[src/hw/rtl/hsc_pkg.sv]
// hsc_pkg: shared types and constants of the hashed session cache.
// Holds the FNV-1a constants, field widths, request codes and state types.
// Depends on nothing.
`timescale 1ns / 1ps

package hsc_pkg;

    localparam int KEY_IN_W = 256;
    localparam int LEN_W    = 6;
    localparam int HANDLE_W = 32;
    localparam int STAMP_W  = 64;
    localparam int COUNT_W  = 7;
    localparam int HASH_W   = 32;

    localparam logic [HASH_W-1:0] FNV_BASIS = 32'd2166136261;
    localparam logic [HASH_W-1:0] FNV_PRIME = 32'd16777619;

    localparam logic REQ_LOOKUP = 1'b0;
    localparam logic REQ_INSERT = 1'b1;

    localparam logic STATUS_OK  = 1'b0;
    localparam logic STATUS_BAD = 1'b1;

    typedef enum logic [2:0] {
        HS_IDLE,
        HS_BYTE,
        HS_QUOT,
        HS_BACK,
        HS_REM,
        HS_DONE
    } hash_state_t;

    typedef enum logic [3:0] {
        ST_CLEAR,
        ST_IDLE,
        ST_HASH,
        ST_PRB_RD,
        ST_PRB_CHK,
        ST_SCN_RD,
        ST_SCN_CHK,
        ST_WRITE,
        ST_OUT
    } seq_state_t;

endpackage

[src/hw/rtl/hsc_hash.sv]
// hsc_hash: serial FNV-1a hash, one key byte a cycle through one multiplier,
// then the hash modulo the bucket count by reciprocal multiplication on it.
// Depends on hsc_pkg.
`timescale 1ns / 1ps

module hsc_hash #(
    parameter int BUCKETS       = 64,
    parameter int KEY_BYTES_MAX = 32
) (
    input  logic                                aclk,
    input  logic                                aresetn,
    input  logic                                start,
    input  logic [8*KEY_BYTES_MAX-1:0]          key_in,
    input  logic [hsc_pkg::LEN_W-1:0]           len_in,
    output logic                                done,
    output logic [$clog2(BUCKETS)-1:0]          bucket
);

    localparam int IDX_W = $clog2(BUCKETS);
    localparam int KEY_W = 8 * KEY_BYTES_MAX;
    localparam int HW    = hsc_pkg::HASH_W;
    // floor(2^32 / BUCKETS): the quotient estimate is low by at most one
    localparam logic [HW-1:0] RECIP = HW'((64'd1 << HW) / 64'(BUCKETS));
    localparam logic [HW-1:0] B_EXT = HW'(BUCKETS);

    hsc_pkg::hash_state_t state_reg, state_next;

    logic [5:0]                  cnt_reg;
    logic [KEY_W-1:0]            sh_reg;
    logic [HW-1:0]               h_reg;
    logic [HW-1:0]               q_reg;
    logic [HW-1:0]               qb_reg;
    logic [IDX_W-1:0]            r_reg;
    logic [HW-1:0]               mul_a;
    logic [HW-1:0]               mul_b;
    logic [2*HW-1:0]             mul_p;
    logic [HW-1:0]               diff;
    logic [HW-1:0]               diff_fix;
    logic                        last_byte;

    assign last_byte = ((cnt_reg + 6'd1) == len_in);
    assign mul_p     = (2*HW)'(mul_a) * (2*HW)'(mul_b);
    assign diff      = h_reg - qb_reg;
    assign diff_fix  = (diff >= B_EXT) ? diff - B_EXT : diff;

    always_comb begin
        state_next = state_reg;
        case (state_reg)
            hsc_pkg::HS_IDLE: if (start) state_next = hsc_pkg::HS_BYTE;
            hsc_pkg::HS_BYTE: if (last_byte) state_next = hsc_pkg::HS_QUOT;
            hsc_pkg::HS_QUOT: state_next = hsc_pkg::HS_BACK;
            hsc_pkg::HS_BACK: state_next = hsc_pkg::HS_REM;
            hsc_pkg::HS_REM:  state_next = hsc_pkg::HS_DONE;
            hsc_pkg::HS_DONE: state_next = hsc_pkg::HS_IDLE;
            default:          state_next = hsc_pkg::HS_IDLE;
        endcase
    end

    // operand select of the shared multiplier
    always_comb begin
        done   = (state_reg == hsc_pkg::HS_DONE);
        bucket = r_reg;
        mul_a  = h_reg ^ {24'd0, sh_reg[7:0]};
        mul_b  = hsc_pkg::FNV_PRIME;
        case (state_reg)
            hsc_pkg::HS_QUOT: begin
                mul_a = h_reg;
                mul_b = RECIP;
            end
            hsc_pkg::HS_BACK: begin
                mul_a = q_reg;
                mul_b = B_EXT;
            end
            default: begin
                mul_b = hsc_pkg::FNV_PRIME;
            end
        endcase
    end

    always_ff @(posedge aclk) begin
        if (!aresetn) begin
            state_reg <= hsc_pkg::HS_IDLE;
        end else begin
            state_reg <= state_next;
        end
        case (state_reg)
            hsc_pkg::HS_IDLE: begin
                cnt_reg <= '0;
                sh_reg  <= key_in;
                h_reg   <= hsc_pkg::FNV_BASIS;
            end
            hsc_pkg::HS_BYTE: begin
                h_reg   <= mul_p[HW-1:0];
                sh_reg  <= sh_reg >> 8;
                cnt_reg <= last_byte ? 6'd0 : cnt_reg + 6'd1;
            end
            hsc_pkg::HS_QUOT: begin
                q_reg <= mul_p[2*HW-1:HW];
            end
            hsc_pkg::HS_BACK: begin
                // quotient times bucket count never exceeds the hash
                qb_reg <= mul_p[HW-1:0];
            end
            hsc_pkg::HS_REM: begin
                r_reg <= diff_fix[IDX_W-1:0];
            end
            default: begin
                cnt_reg <= cnt_reg;
            end
        endcase
    end

endmodule

[config.mk]
export PLATFORM = sky130hd
export DESIGN_NAME = hsc_hash
export DESIGN_NICKNAME = d
export VERILOG_FILES = /design/src/hw/rtl/hsc_pkg.sv /design/src/hw/rtl/hsc_hash.sv
export SDC_FILE = /design/constraint.sdc
export NUM_CORES = 1
export LEC_CHECK = 0
export BUFFER_PORTS_ARGS = -buffer_cell sky130_fd_sc_hd__buf_4
export CORE_UTILIZATION = 55
export DETAILED_ROUTE_END_ITERATION = 8
export GPL_TIMING_DRIVEN = 1
export PLACE_DENSITY = 0.84
export SLEW_MARGIN = 5
export SYNTH_ARGS = -nofsm -noshare
export SYNTH_HDL_FRONTEND = slang
export SYNTH_SLANG_ARGS = --single-unit
[constraint.sdc]
create_clock -name aclk -period 16.9 [get_ports aclk]
set_clock_uncertainty 0.15 [all_clocks]
set_input_delay 1.69 -clock aclk [delete_from_list [all_inputs] [get_ports aclk]]
set_output_delay 1.69 -clock aclk [all_outputs]
set_load 0.02 [all_outputs]
==> results <==
- The via count of the first global-routing pass is 6521.
- The via count is around 6.8k.
- The tree built by TritonCTS fans out to between 200 and 250 sinks.
- Derived from the worst setup path, the maximum achievable clock frequency is between 0.2 and 0.3 GHz.
- Setup repair after global routing left no endpoint under its margin.
- The number of setup buffers added after CTS is 0.
- The sequential area share after synthesis is 0.673.
- Measured along the y axis, the die boundary spans 135 um.
- After clock tree synthesis, the flow added hold-fix buffers numbering 0.
- The TritonCTS clock tree is done.
- The final-report max-slew violation count came to 0.
- In this run the horizontal extent of the chip is between 100 and 150 um.
- Including well taps, the total number of placed cells is between 1k and 1.5k.
- The initial antenna violation count is 0.
- In the routed design, unresolved DRC markers number 0.
- Data on the critical path arrives at its endpoint at about 3800 ps.
- The mean routed wirelength per cell is 14.3 um.
- After global routing the overflow that remains totals 0.
- The most frequently used cell type in the post-synthesis netlist is nand2_1.
- Summed over all layers, the routed wires come to around 20 mm.
- The internal portion of the total power is 0.00111 W.
- The count of endpoints failing setup in the final report is 0.
- The total negative setup slack is 0 ps.
- The total of warnings raised by yosys is 0.
- Once layout is complete, the cells apart from fillers number 1365.
- Of the total power, the clock network draws 0.319.
- The critical path capture point type is a flip-flop.
- The launch point of the worst reg-to-reg path is state_reg[2].
- After the first detailed-routing iteration, the DRC count stood at ~560.
- The register with the most flip-flops in the layout has around 190 of them.
- The highest net fanout along the worst path is 93.
- The area added between synthesis and finish is 24.3%.
- The share of post-route cells with drive strength above 1 is 0.218.
- The library cell with the largest summed area after synthesis is edfxtp_1.
- The path type of the worst setup path is reg -> reg.
- The flow ran to the end, and the final reports show no timing, DRC or antenna violations.
- The analysis attributes to net switching a power of 0.000366 W.
- When the netlist entered floorplanning its net count stood at between 1k and 1.5k.
- Data on the critical path is required at its endpoint by between 15000 and 20000 ps.
- By area the synthesized netlist is led by edfxtp_1, nand2_1, ha_1.
- The top flip-flop cell by instance count after synthesis is edfxtp_1.
- The most critical setup path has its endpoint at sh_reg[101].
- STA classifies the critical path startpoint as a flip-flop.
- The sequential cells in the finished layout cover a total of approximately 6500 sq um.
- The number of input and output port buffers inserted is between 200 and 250.
- The average instance area after synthesis is around 10 sq um.
- Of the post-synthesis cell area, the dominant cell type holds 0.666.
- The total power per unit cell area is around 120 nW/um^2.
- The capturing point of the worst reg2reg path is sh_reg[101].
- The switching part of the total power is 0.248.
- In this run, synthesis produced a sequential element count of roughly 220.
- Detailed placement ended at an HPWL of 12.5 mm.
- The logic gate share of total power is 0.185.
- The number of standard-cell rows in the floorplan is 48.
- The total CTS buffers is 23.
- In the routed layout, each cell is associated on average with a via count of roughly 5.0.
- Counting every instance in the synthesized netlist gives around 930.
- The number of H-tree levels is 1.
- The tightest hold path in the finished design has a slack of around 350 ps.
- The largest voltage drop on the vdd net is between 0.07 and 0.08 mV.
- The region available for standard cell placement spans about 17000 sq um.
- The worst hold path belongs to the class reg -> reg.
- The multi-input combinational cells in the finished layout cover a total of 2960 sq um.
- After filler insertion, the fill cell instance count of the layout stands at 1265.
- The clock root buffer is clkbuf_16.
- The first-pass detailed-route iteration total is 7.
- The total of cells resized after clock tree synthesis is 0.
- The number of buffers between clock root and the deepest sink is 3.
- Pin placement for this block handled 272 I/O pins.
- Counting flops with an async set or reset pin after synthesis yields a share of 0.
- The number of endpoints with negative hold slack in the final report was 0.
- Clock-pin slew was measured on the worst setup and hold paths at approximately 60 ps.
- The count of inserted antenna diode cells is 0.
- In the final design database the tool counted roughly 1.4k nets.
- The first global-routing pass estimated ~31 mm of wire.
- Measured against its own limit, the worst slew margin works out to 0.193.
- The tool flagged a number of max-cap violations equal to 0.
- The number of cells on the worst reg-to-reg path is 3.
- The register-to-register setup slack is about 13000 ps.
- At the end of routability-driven placement, the weighted congestion stood at 0.822.
- Of the total power, registers draw 0.496.
- Tracing the worst setup path back leads to its startpoint at state_reg[2].
- The floorplan step defined a die boundary enclosing ~18000 sq um.
- The latest clock arrival within the worst-skew pair is around 500 ps.
- The minimum clock period is between 3000 and 4000 ps.
- Once detail routing completed, the nets flagged for antenna violations numbered 0.
- By count the netlist is led by nand2_1, edfxtp_1, buf_2, xnor2_1, ha_1.
- In this run the static leakage power is 5.76 nW.
- The cell area after technology mapping is between 9000 and 10000 sq um.
- In this run, synthesis inferred around 220 flip-flops with an integrated enable.
- The distinct cell type count of the synthesized netlist is 35.
- The initial utilization of the core area, before any placement, comes to 0.563.
- The ratio of final minimum period to clock period is 0.226.
- At the pin with the least slew margin, the transition time is roughly 1200 ps.
- For this run, the total global-route usage over all layers was measured as 0.215.
- The pin count of the biggest net entering global routing is 115.
layer usage:
layer / up-vias / part of all wire / track usage
met5: - / 0 / 0
met4: 0 / 0.029 / 0.0712
met3: 43 / 0.079 / 0.0537
met2: 203 / 0.49 / 0.361
met1: 3121 / 0.40 / 0.274
li1: 3428 / - / -
layout by cell type (no fill, tap or decap), types with 2 or more instances in the layout:
| cell type | count |
|---|---|
| and2_1 | 7 |
| clkinv_2 | 3 |
| clkbuf_16 | 23 |
| xnor3_1 | 2 |
| buf_4 | 211 |
| nor2_1 | 13 |
| nor3_1 | 2 |
| xor2_1 | 7 |
| o21ai_0 | 2 |
| inv_1 | 11 |
| clkinv_1 | 5 |
| ha_1 | 17 |
| dfxtp_1 | 3 |
| nand3_1 | 4 |
| xnor2_1 | 18 |
| and3_1 | 4 |
| nand2_1 | 563 |
| nor2_4 | 2 |
| bufinv_16 | 2 |
| a21oi_1 | 2 |
| clkbuf_1 | 4 |
| edfxtp_1 | 216 |
cell type report:
class	instances	share of cell area
clock buffers	27	0.0488
clock inverters	10	0.00776
inverters	11	0.00341
multi-input cells	662	0.244
flip-flops and latches	219	0.541
well taps	225	0.0233
repair buffers	211	0.131
worst min path at each step:
stage	from	end	slack, ps	depth (start not counted)
detailed placement	sh_reg[208]	sh_reg[200]	340	2
floorplan	sh_reg[8]	sh_reg[0]	330	2
global route	sh_reg[105]	sh_reg[97]	370	2
finish	sh_reg[90]	sh_reg[82]	350	2
global placement	sh_reg[98]	sh_reg[90]	340	2
CTS	sh_reg[232]	sh_reg[224]	360	2
cell families (layout without fill, tap and decap cells):
family                   count (synthesis)  in the layout  synth area share
flip-flops                             219            219             0.673
buffers and inverters                   53            259            0.0255
AO/OA/AOI/OAI                           11             11           0.00771
AND/OR/NAND/NOR                        606            606             0.243
XOR/XNOR                                27             27            0.0271
adder cells (fa/ha/maj)                 18             18            0.0239
worst max-delay path: stages, from the launching register on:
cell and delay [ps]:
dfxtp_1 400, nor2_4 870, buf_4 1000, buf_4 910
power by group through the flow:
stage	registers, W	logic (W)	clock network (W)
floorplan	0.000735	0.000191	0
global placement	0.000739	0.000253	0
detailed placement	0.000742	0.000270	0
CTS	0.000732	0.000275	0.000481
global route	0.000739	0.000306	0.000498
finish	0.000732	0.000272	0.000471
metrics by stage:
stage               instance area [sq um]   util  setup WS (ps)  total power (W)
finish                              12100  0.699          13080          0.00147
global route                        12100  0.699          12790          0.00154
CTS                                 12100  0.699          12990          0.00149
detailed placement                  11400  0.660          12990          0.00101
global placement                    11400  0.660          13090         0.000992
floorplan                            9730      -           5770         0.000926
No activity file was read; power rests on OpenSTA's default activity.
